### config.mk
export PLATFORM = sky130hd
export DESIGN_NAME = sss_front
export DESIGN_NICKNAME = d
export VERILOG_FILES = /design/src/sss_pkg.sv /design/src/sss_front.sv
export SDC_FILE = /design/constraint.sdc
export NUM_CORES = 1
export LEC_CHECK = 0
export ABC_AREA = 1
export BUFFER_PORTS_ARGS = -buffer_cell sky130_fd_sc_hd__buf_2
export CELL_PAD_IN_SITES_DETAIL_PLACEMENT = 0
export CELL_PAD_IN_SITES_GLOBAL_PLACEMENT = 1
export CORE_MARGIN = 3
export CORE_UTILIZATION = 50
export CTS_CLUSTER_SIZE = 40
export DETAILED_ROUTE_END_ITERATION = 12
export GPL_TIMING_DRIVEN = 0
export HOLD_SLACK_MARGIN = 0.08
export PLACE_DENSITY = 0.82
export REMOVE_ABC_BUFFERS = 1
export SYNTH_ARGS = -nofsm -noshare
export SYNTH_HDL_FRONTEND = slang
export SYNTH_SLANG_ARGS = --single-unit
export TNS_END_PERCENT = 100
### constraint.sdc
create_clock -name clk -period 24.1 [get_ports clk]
set_clock_uncertainty 0.2 [all_clocks]
set_input_delay 6.025 -clock clk [delete_from_list [all_inputs] [get_ports clk]]
set_output_delay 6.025 -clock clk [all_outputs]
set_load 0.05 [all_outputs]
### src/sss_pkg.sv
// ----------------------------------------------------------------------------
// sss_pkg
// Shared types and constants of the scan smoothness scorer.
// ----------------------------------------------------------------------------
package sss_pkg;

    localparam int SIDE_SPAN          = 5;
    localparam int COORD_BITS         = 16;
    localparam int WIN                = 2 * SIDE_SPAN + 1;
    localparam int WIN_BITS           = $clog2(WIN + 1);
    localparam int SLOT_BITS          = $clog2(WIN);

    localparam logic CFG_DISTANCE_LIMIT = 1'b0;
    localparam logic CFG_MIN_NEIGHBORS  = 1'b1;

    typedef logic signed [COORD_BITS-1:0] coord_t;

    // one center job handed from front to back
    typedef struct packed {
        logic [SLOT_BITS-1:0] slot;
        logic [WIN_BITS-1:0]  fill;
        logic [15:0]          index;
        logic                 last;
    } job_t;

    // back to front: window entries still referenced
    typedef struct packed {
        logic busy;
    } back_status_t;

endpackage

### src/sss_front.sv
// ----------------------------------------------------------------------------
// sss_front
// Point window, index tracking and center job queue.
// ----------------------------------------------------------------------------
module sss_front
(
    input  logic                   clk,
    input  logic                   rst_n,
    input  sss_pkg::coord_t        pos_x,
    input  sss_pkg::coord_t        pos_y,
    input  logic                   end_of_scan,
    input  logic                   in_valid,
    output logic                   in_ready,
    input  logic [sss_pkg::SLOT_BITS-1:0] rd_slot,
    output sss_pkg::coord_t        rd_x,
    output sss_pkg::coord_t        rd_y,
    output logic                   job_valid,
    output sss_pkg::job_t          job,
    input  logic                   job_take,
    input  sss_pkg::back_status_t  status
);
    import sss_pkg::*;

    coord_t              win_x_reg [WIN];
    coord_t              win_y_reg [WIN];
    logic [WIN_BITS-1:0] fill_reg;
    logic [15:0]         idx_reg;
    job_t                q_reg [WIN];
    logic [WIN_BITS-1:0] qcnt_reg;
    logic [WIN_BITS-1:0] fill_next;
    logic                accept;

    // take a point only when no job or scoring still uses the window
    assign in_ready  = (qcnt_reg == '0) && !status.busy;
    assign accept    = in_valid && in_ready;
    assign job_valid = qcnt_reg != '0;
    assign job       = q_reg[0];
    assign rd_x      = win_x_reg[rd_slot];
    assign rd_y      = win_y_reg[rd_slot];
    assign fill_next = (fill_reg < WIN_BITS'(WIN)) ? fill_reg + 1'b1 : fill_reg;

    // shift window and queue up center jobs
    always_ff @(posedge clk or negedge rst_n)
    begin
        if (!rst_n)
        begin
            fill_reg <= '0;
            idx_reg  <= '0;
            qcnt_reg <= '0;
        end
        else if (accept)
        begin
            for (int i = 0; i < WIN - 1; i++)
            begin
                win_x_reg[i] <= win_x_reg[i+1];
                win_y_reg[i] <= win_y_reg[i+1];
            end
            win_x_reg[WIN-1] <= pos_x;
            win_y_reg[WIN-1] <= pos_y;
            if (!end_of_scan)
            begin
                fill_reg <= fill_next;
                idx_reg  <= idx_reg + 16'd1;
                if (fill_next >= WIN_BITS'(SIDE_SPAN + 1))
                begin
                    q_reg[0].slot  <= SLOT_BITS'(WIN - 1 - SIDE_SPAN);
                    q_reg[0].fill  <= fill_next;
                    q_reg[0].index <= idx_reg - 16'(SIDE_SPAN);
                    q_reg[0].last  <= 1'b0;
                    qcnt_reg       <= WIN_BITS'(1);
                end
            end
            else
            begin
                // flush: one job per pending center, oldest first
                logic [WIN_BITS-1:0] first;
                logic [WIN_BITS-1:0] n;
                first = WIN_BITS'(WIN - 1 - SIDE_SPAN);
                if (first < WIN_BITS'(WIN) - fill_next)
                    first = WIN_BITS'(WIN) - fill_next;
                n = WIN_BITS'(WIN) - first;
                for (int k = 0; k < WIN; k++)
                begin
                    q_reg[k].slot  <= SLOT_BITS'(first + WIN_BITS'(k));
                    q_reg[k].fill  <= fill_next;
                    q_reg[k].index <= idx_reg - 16'(n) + 16'(k + 1);
                    q_reg[k].last  <= (WIN_BITS'(k) == n - 1'b1);
                end
                qcnt_reg <= n;
                fill_reg <= '0;
                idx_reg  <= '0;
            end
        end
        else if (job_take)
        begin
            for (int k = 0; k < WIN - 1; k++)
                q_reg[k] <= q_reg[k+1];
            qcnt_reg <= qcnt_reg - 1'b1;
        end
    end
endmodule

==> metrics.md, run 1 <==
| Metric | Value |
|---|---|
| Via density | 5.73 |
| ANT cells | 0 |
| First-pass DRT Iterations | 5 |
| Slew margin rel. | 6.15% |
| Worst-path clk slew | 60 ps |
| Sequential share of the synthesized area | 65.4% |
| Pre-CTS WS | 9120 ps |
| Crit-path cells | buf_2, clkinv_4, buf_16, nor2_1, o21ai_0, a21oi_1, a211oi_1, a31oi_1, buf_2 |
| Post-route ant nets | 0 |
| Status | completed |
| Worst VDD drop | 0.105 mV |
| Pwr dens | 134 nW/um2 |
| Crit-path max FO | 125 |
| Postcts setup bufs | 0 |
| Synth top area cells | edfxtp_1 63%, nand2_1 7.6%, o21ai_0 4.9%, nor2_1 3.5%, nand3_1 2.5% |
| Main combinational cell family by area after synthesis | simple AND/OR/NAND/NOR gates |
| Critical Path Start | rd_slot[1] |
| Largest net degree at the start of global routing | 126 |
| Input/output buffers | 100 |
| Most frequent cells in the layout | 627 x edfxtp_1, 600 x nand2_1, 292 x o21ai_0 |
| Die area | 62400 um2 |
| Total track usage | 20.9% |
| Nets@finish | 2824 |
| Commonest non-fill, non-tap cell in the layout | edfxtp_1 |
| Critical Path Slowest Stage Cell | buf_2 |
| Die width | 250 um |
| Initial core utilization | 51.0% |
| Post-Synth XOR/XNOR Area | 2.18% |
| First-pass GRT wire length | 107000 um |
| Placed inst area | 31100 um2 |
| Final Core Density | 57.0% |
| Row Count | 88 |
| Slew Limit Fails | 0 |
| Area of the mapped netlist | 29700 um2 |
| Initial antenna violation count | 0 |
| Hold buffer count at CTS | 0 |
| CTS Buffer Depth | 3 |
| Critical path buffers and inverters | 4 |
| Total power | 4.45 mW |
| I/O pins | 101 |
| Worst Hold Launch | win_y_reg[6][6]$_DFFE_PP_ |
| DP HPWL | 40700 um |
| Syn Inst Count | 2717 |
| DR vias | 20434 |
| Post-Route WL | 66400 um |
| Hold/Removal Path Class | reg -> reg |
| Setup-failing EPs final | 0 |
| Synth Register Bits | 651 |
| GP Congestion | 0.856 |
| Clock Tree Root | clkbuf_16 |
| Leakage | 12.0 nW |
| Worst r2r src | fill_reg[0]$_DFFE_PN0P_ |
| Final Hold Fails | 0 |
| Period utilization | 62.0% |
| Crit-path leading delay family | buffers and inverters |
| Sink Count | 651 |
| Area Overhead vs Synth | 11.8% |
| Critical Path RT | 17880 ps |
| Crit path DAT | 8700 ps |
| # Max-Cap Violations | 0 |
| Critical path startpoint category | input pin |
| Critical setup path kind | in -> out |
| Core ar. | 58200 um2 |
| Synth Area in Compound Gates | 9.81% |
| Element type at the critical path end | primary output |
| Drt first-iter violations | 1723 |
| CTS tree | done |
| Synth top area share | 63.4% |
| Mapped Avg Cell Area | 10.9 um2 |
| Synth Area in Adders | 1.54% |
| Critical Path Most Common Cell | buf_2 |
| Worst Tran Pin Value | 1410 ps |
| Tmin final | 14930 ps |
| Yosys cell types | 52 |
| Area leader, netlist | edfxtp_1 |
| # DRC | 0 |
| Cell area after layout | 33200 um2 |
| RSZ-0062 raised after global routing | no |
| Warnings, synthesis | 0 |
| Final worst setup slack | 9170 ps |
| Post-synthesis mux area share | 0% |
| Crit-path max cell delay | 980 ps |
| Largest register FFs | 275 |
| FMAX | 67.0 MHz |
| Vias in the first global route | 19842 |
| Die Y | 250 um |
| Layout cell share with drive strength beyond 1 | 11.4% |
| Worst-Skew Late Latency | 600 ps |
| Cts bufs inserted | 70 |
| H-tree Lvls | 3 |
| Post-CTS sizing | 0 |
| Per-cell routed wire length | 18.6 um |
| Post-route worst hold slack | 241 ps |
| Grt total ovfl | 0 |
| Simple-Gate Fraction of Synth Area | 16.6% |
[per-stage QoR]
stage                     instances  TNS [ps]
after CTS                      3566         0
after global routing           3566         0
after detailed placement       3439         0
after global placement         3409  -1192520
after floorplan                2544         0
final                          3566         0
[logic make-up after synthesis]
logic type	count (synthesis)
and+or+nand+nor	1149
DFF	651
AOI/OAI and AO/OA	511
buffers and inverters	297
xor gates and xnor gates	73
adders and majority gates	36
[cells in the mapped netlist (all sizes together)]
cell type,instances
inv,120
nand2,614
a21oi,47
dfrtp,24
fa,1
clkinv,4
a31oi,29
nand4,46
o22ai,45
nor4,4
xor2,69
a21boi,1
a211oi,2
nand3b,3
clkbuf,79
ha,35
o31ai,2
o32ai,1
nand3,156
o221ai,33
o21ai,308
xnor2,4
nor2,312
o21bai,1
or2,6
o21a,6
nor3,8
o211ai,34
buf,94
edfxtp,627
a22oi,2
[where the power goes]
| part | internal (mW) | total [mW] | switching [mW] |
|---|---|---|---|
| Combinational | 0.518 | 1.84 | 1.32 |
| Sequential | 1.53 | 1.58 | 0.0540 |
| Clock | 0.586 | 1.02 | 0.438 |
[path summary, 6_finish.rpt]
kind,to,slack (ps),depth (start not counted)
min reg2reg,win_y_reg[5][6]$_DFFE_PP_,240,0
min in group asynchronous,qcnt_reg[0]$_DFFE_PN0P_,5230,1
max reg2reg,q_reg[0][135]$_DFFE_PP_,18120,24
max,rd_x[6],9170,9
min,win_y_reg[5][6]$_DFFE_PP_,240,0
max in group asynchronous,idx_reg[14]$_DFFE_PN0P_,18070,1
[metal layers]
layer / global-route usage [%] / share of wire [%] / up-vias / routed length, um
met2: 33.5 / 47 / 588 / 31500
met3: 3.30 / 5.0 / 128 / 3350
met1: 29.6 / 45 / 10071 / 29800
met5: 0 / 0 / - / 0
met4: 6.32 / 2.6 / 0 / 1760
li1: - / - / 9647 / -
[layout make-up]
class | instances | area (um2)
fill | 4750 | 25000
sequential | 651 | 19400
multi-input combinational | 1769 | 8980
clock buffer | 85 | 1830
timing repair buffer | 130 | 1200
tap | 765 | 957
inverter | 124 | 498
clock inverter | 42 | 322
(Power assumes the default switching activity.)
==> inputs of run 2 (changes only) <==
--- a/config.mk
+++ b/config.mk
@@ -10,12 +10,12 @@
 export CELL_PAD_IN_SITES_DETAIL_PLACEMENT = 0
 export CELL_PAD_IN_SITES_GLOBAL_PLACEMENT = 1
 export CORE_MARGIN = 3
-export CORE_UTILIZATION = 50
+export CORE_UTILIZATION = 45
 export CTS_CLUSTER_SIZE = 40
 export DETAILED_ROUTE_END_ITERATION = 12
 export GPL_TIMING_DRIVEN = 0
 export HOLD_SLACK_MARGIN = 0.08
-export PLACE_DENSITY = 0.82
+export PLACE_DENSITY = 0.79
 export REMOVE_ABC_BUFFERS = 1
 export SYNTH_ARGS = -nofsm -noshare
 export SYNTH_HDL_FRONTEND = slang
==> constraint.sdc (replaced) <==
create_clock -name clk -period 12.2 [get_ports clk]
set_clock_uncertainty 0.2 [all_clocks]
set_input_delay 3.05 -clock clk [delete_from_list [all_inputs] [get_ports clk]]
set_output_delay 3.05 -clock clk [all_outputs]
set_load 0.05 [all_outputs]
==> metrics.md, run 2 (synthesis gave the netlist of run 1 again) <==
| Metric | Value |
|---|---|
| Drt first-iter violations | 2170 (+26%) |
| Critical Path RT | 8950 ps (-8930 ps) |
| Sequential share of power | 35.1% (-0.5 points) |
| Largest register FFs | 275 (unchanged) |
| Slew Limit Fails | 0 (unchanged) |
| Post-Route WL | 67400 um (+1.5%) |
| Status | completed |
| Worst Tran Pin Value | 1360 ps (-48.0 ps) |
| Die Y | 263 um (+5.3%) |
| Comb power frac | 40.8% (-0.6 points) |
| Reg2reg setup slack | 6310 ps (-11810 ps) |
| Tmin final | 8880 ps |
| Cell area after layout | 33500 um2 (+0.89%) |
| Sw frac | 40.7% (-0.13 points) |
| Hold Path Sink | win_x_reg[1][0]$_DFFE_PP_ |
| Cells after DPL | 3529 (+2.6%) |
| Die width | 263 um (+5.3%) |
| Input/output buffers | 100 (unchanged) |
| DR vias | 20464 (+0.15%) |
| Worst-Skew Late Latency | 620 ps (+20 ps) |
| Element type at the critical path end | primary output |
| Reg2reg path depth | 24 (unchanged) |
| DP HPWL | 40800 um (+0.25%) |
| Final Core Density | 51.6% (-5.4 points) |
| Clk network pwr share | 24.1% (+1.1 points) |
| Crit-path max FO | 118 (-5.6%) |
| Worst r2r src | fill_reg[0]$_DFFE_PN0P_ |
| WHS Path Cells | 0 (unchanged) |
| Postcts setup bufs | 0 (unchanged) |
| Initial antenna violation count | 0 (unchanged) |
| Crit-path max cell delay | 420 ps (-560 ps) |
| # Max-Cap Violations | 0 (unchanged) |
| Post-route ant nets | 0 (unchanged) |
| Placed inst area | 31100 um2 (+0.27%) |
| Pint | 5.28 mW (+100%) |
| FMAX | 113 MHz |
| Commonest non-fill, non-tap cell in the layout | edfxtp_1 |
| RSZ-0062 raised after global routing | no |
| # DRC | 0 (unchanged) |
| Core ar. | 64900 um2 (+11%) |
| Total track usage | 19.1% (-1.8 points) |
| R2r endpoint | q_reg[0][135]$_DFFE_PP_ |
| Psw | 3.63 mW (+100%) |
| Crit-path leading delay family | buffers and inverters |
| Critical setup path kind | in -> out |
| TNS Setup | 0 ps (unchanged) |
| Grt total ovfl | 0 (unchanged) |
| CTS tree | done |
| First-pass GRT wire length | 109000 um (+2.0%) |
| Worst-path clk slew | 60 ps (about the same) |
| Vias in the first global route | 19996 (+0.78%) |
| Leakage | 12.0 nW (+0.59%) |
| Post-CTS sizing | 0 (unchanged) |
| Sink Count | 651 (unchanged) |
| Largest net degree at the start of global routing | 119 (-5.6%) |
| Hold/Removal Path Class | reg -> reg |
| First-pass DRT Iterations | 5 (unchanged) |
| Post-route worst hold slack | 241 ps (unchanged) |
| ANT cells | 0 (unchanged) |
| Cts bufs inserted | 72 (+2.9%) |
| Pwr dens | 266 nW/um2 (+99%) |
| I/O pins | 101 (unchanged) |
| Critical path buffers and inverters | 5 (+1) |
| Die area | 69200 um2 (+11%) |
| Via density | 5.59 (-2.4%) |
| Row Count | 93 (+5.7%) |
| Critical Path Slowest Stage Cell | inv_6 |
| Setup-failing EPs final | 0 (unchanged) |
| Hold buffer count at CTS | 0 (unchanged) |
| Critical path startpoint category | input pin |
| Worst VDD drop | 0.230 mV (+120%) |
| CTS Buffer Depth | 3 (unchanged) |
| Area Overhead vs Synth | 12.8% |
| Slew margin rel. | 9.35% (+3.2 points) |
| Initial core utilization | 45.8% (-5.3 points) |
| GP Congestion | 0.844 (-1.4%) |
| Final Non-Filler Cells | 3660 (+2.6%) |
| Period utilization | 72.8% |
| Crit-path cells | buf_6, buf_16, inv_6, buf_16, o21ai_0, o221ai_1, o21ai_0, o21ai_0, buf_2 |
| Per-cell routed wire length | 18.4 um (-1.1%) |
| Critical Path Most Common Cell | o21ai_0 |
| H-tree Lvls | 3 (unchanged) |
| Crit path DAT | 5630 ps (-3070 ps) |
| Layout cell share with drive strength beyond 1 | 11.6% (+0.16 points) |
| Most frequent cells in the layout | 627 x edfxtp_1, 600 x nand2_1, 292 x o21ai_0 |
| Clock Tree Root | clkbuf_16 |
| Nets@finish | 2827 (+0.11%) |
| Worst Hold Launch | win_x_reg[2][0]$_DFFE_PP_ |
| Final Hold Fails | 0 (unchanged) |
## run 2: cell types whose count changed in the layout (fill, tap and decap cells not counted), moves of 2 or more
cell | previous run | this run
buf_16 | 16 | 13
clkbuf_1 | 14 | 17
clkinv_16 | 0 | 2
clkbuf_8 | 0 | 3
clkinv_8 | 0 | 2
inv_6 | 5 | 2
clkinv_1 | 19 | 15
clkbuf_16 | 71 | 73
clkinv_2 | 16 | 10
buf_12 | 9 | 12
## run 2: worst max-delay path by stage
stage	start	endpoint	depth (start not counted)
after floorplan	status	win_x_reg[0][0]$_DFFE_PP_	3
after global placement	rst_n	win_x_reg[10][0]$_DFFE_PP_	3
after CTS	rd_slot[1]	rd_y[3]	9
after detailed placement	rd_slot[1]	rd_y[3]	9
final	rd_slot[0]	rd_y[11]	9
after global routing	rd_slot[0]	rd_y[10]	9
## run 2: routing by layer
layer	track usage [%]	routed length (um)
met5	0	0
met4	5.08	1520
met3	3.71	3830
met2	30.3	31500
met1	27.1	30500
## run 2: area by class of cell
| type | count | area [um2] |
|---|---|---|
| clock buffers | 93 | 1930 |
| well taps | 855 | 1070 |
| multi-input cells | 1769 | 8980 |
| fillers | 5708 | 31400 |
| repair buffers | 131 | 1190 |
| flip-flops and latches | 651 | 19400 |
| clock inverters | 37 | 409 |
| inverters | 124 | 498 |
## run 2: power by group through the flow
stage	Combinational, mW	Clock (mW)	Sequential, mW
after floorplan	2.56	0	3.19
after global placement	3.55	0	3.19
after detailed placement	3.61	0	3.17
after CTS	3.64	2.20	3.12
after global routing	4.11	2.29	3.15
final	3.64	2.15	3.13
## run 2: per-stage QoR
| step | power, mW | worst slack, ps |
|---|---|---|
| finish | 8.91 | 3320 |
| global route | 9.56 | 3130 |
| CTS | 8.97 | 2540 |
| detailed placement | 6.78 | 2540 |
| global placement | 6.74 | -12010 |
| floorplan | 5.76 | -7460 |
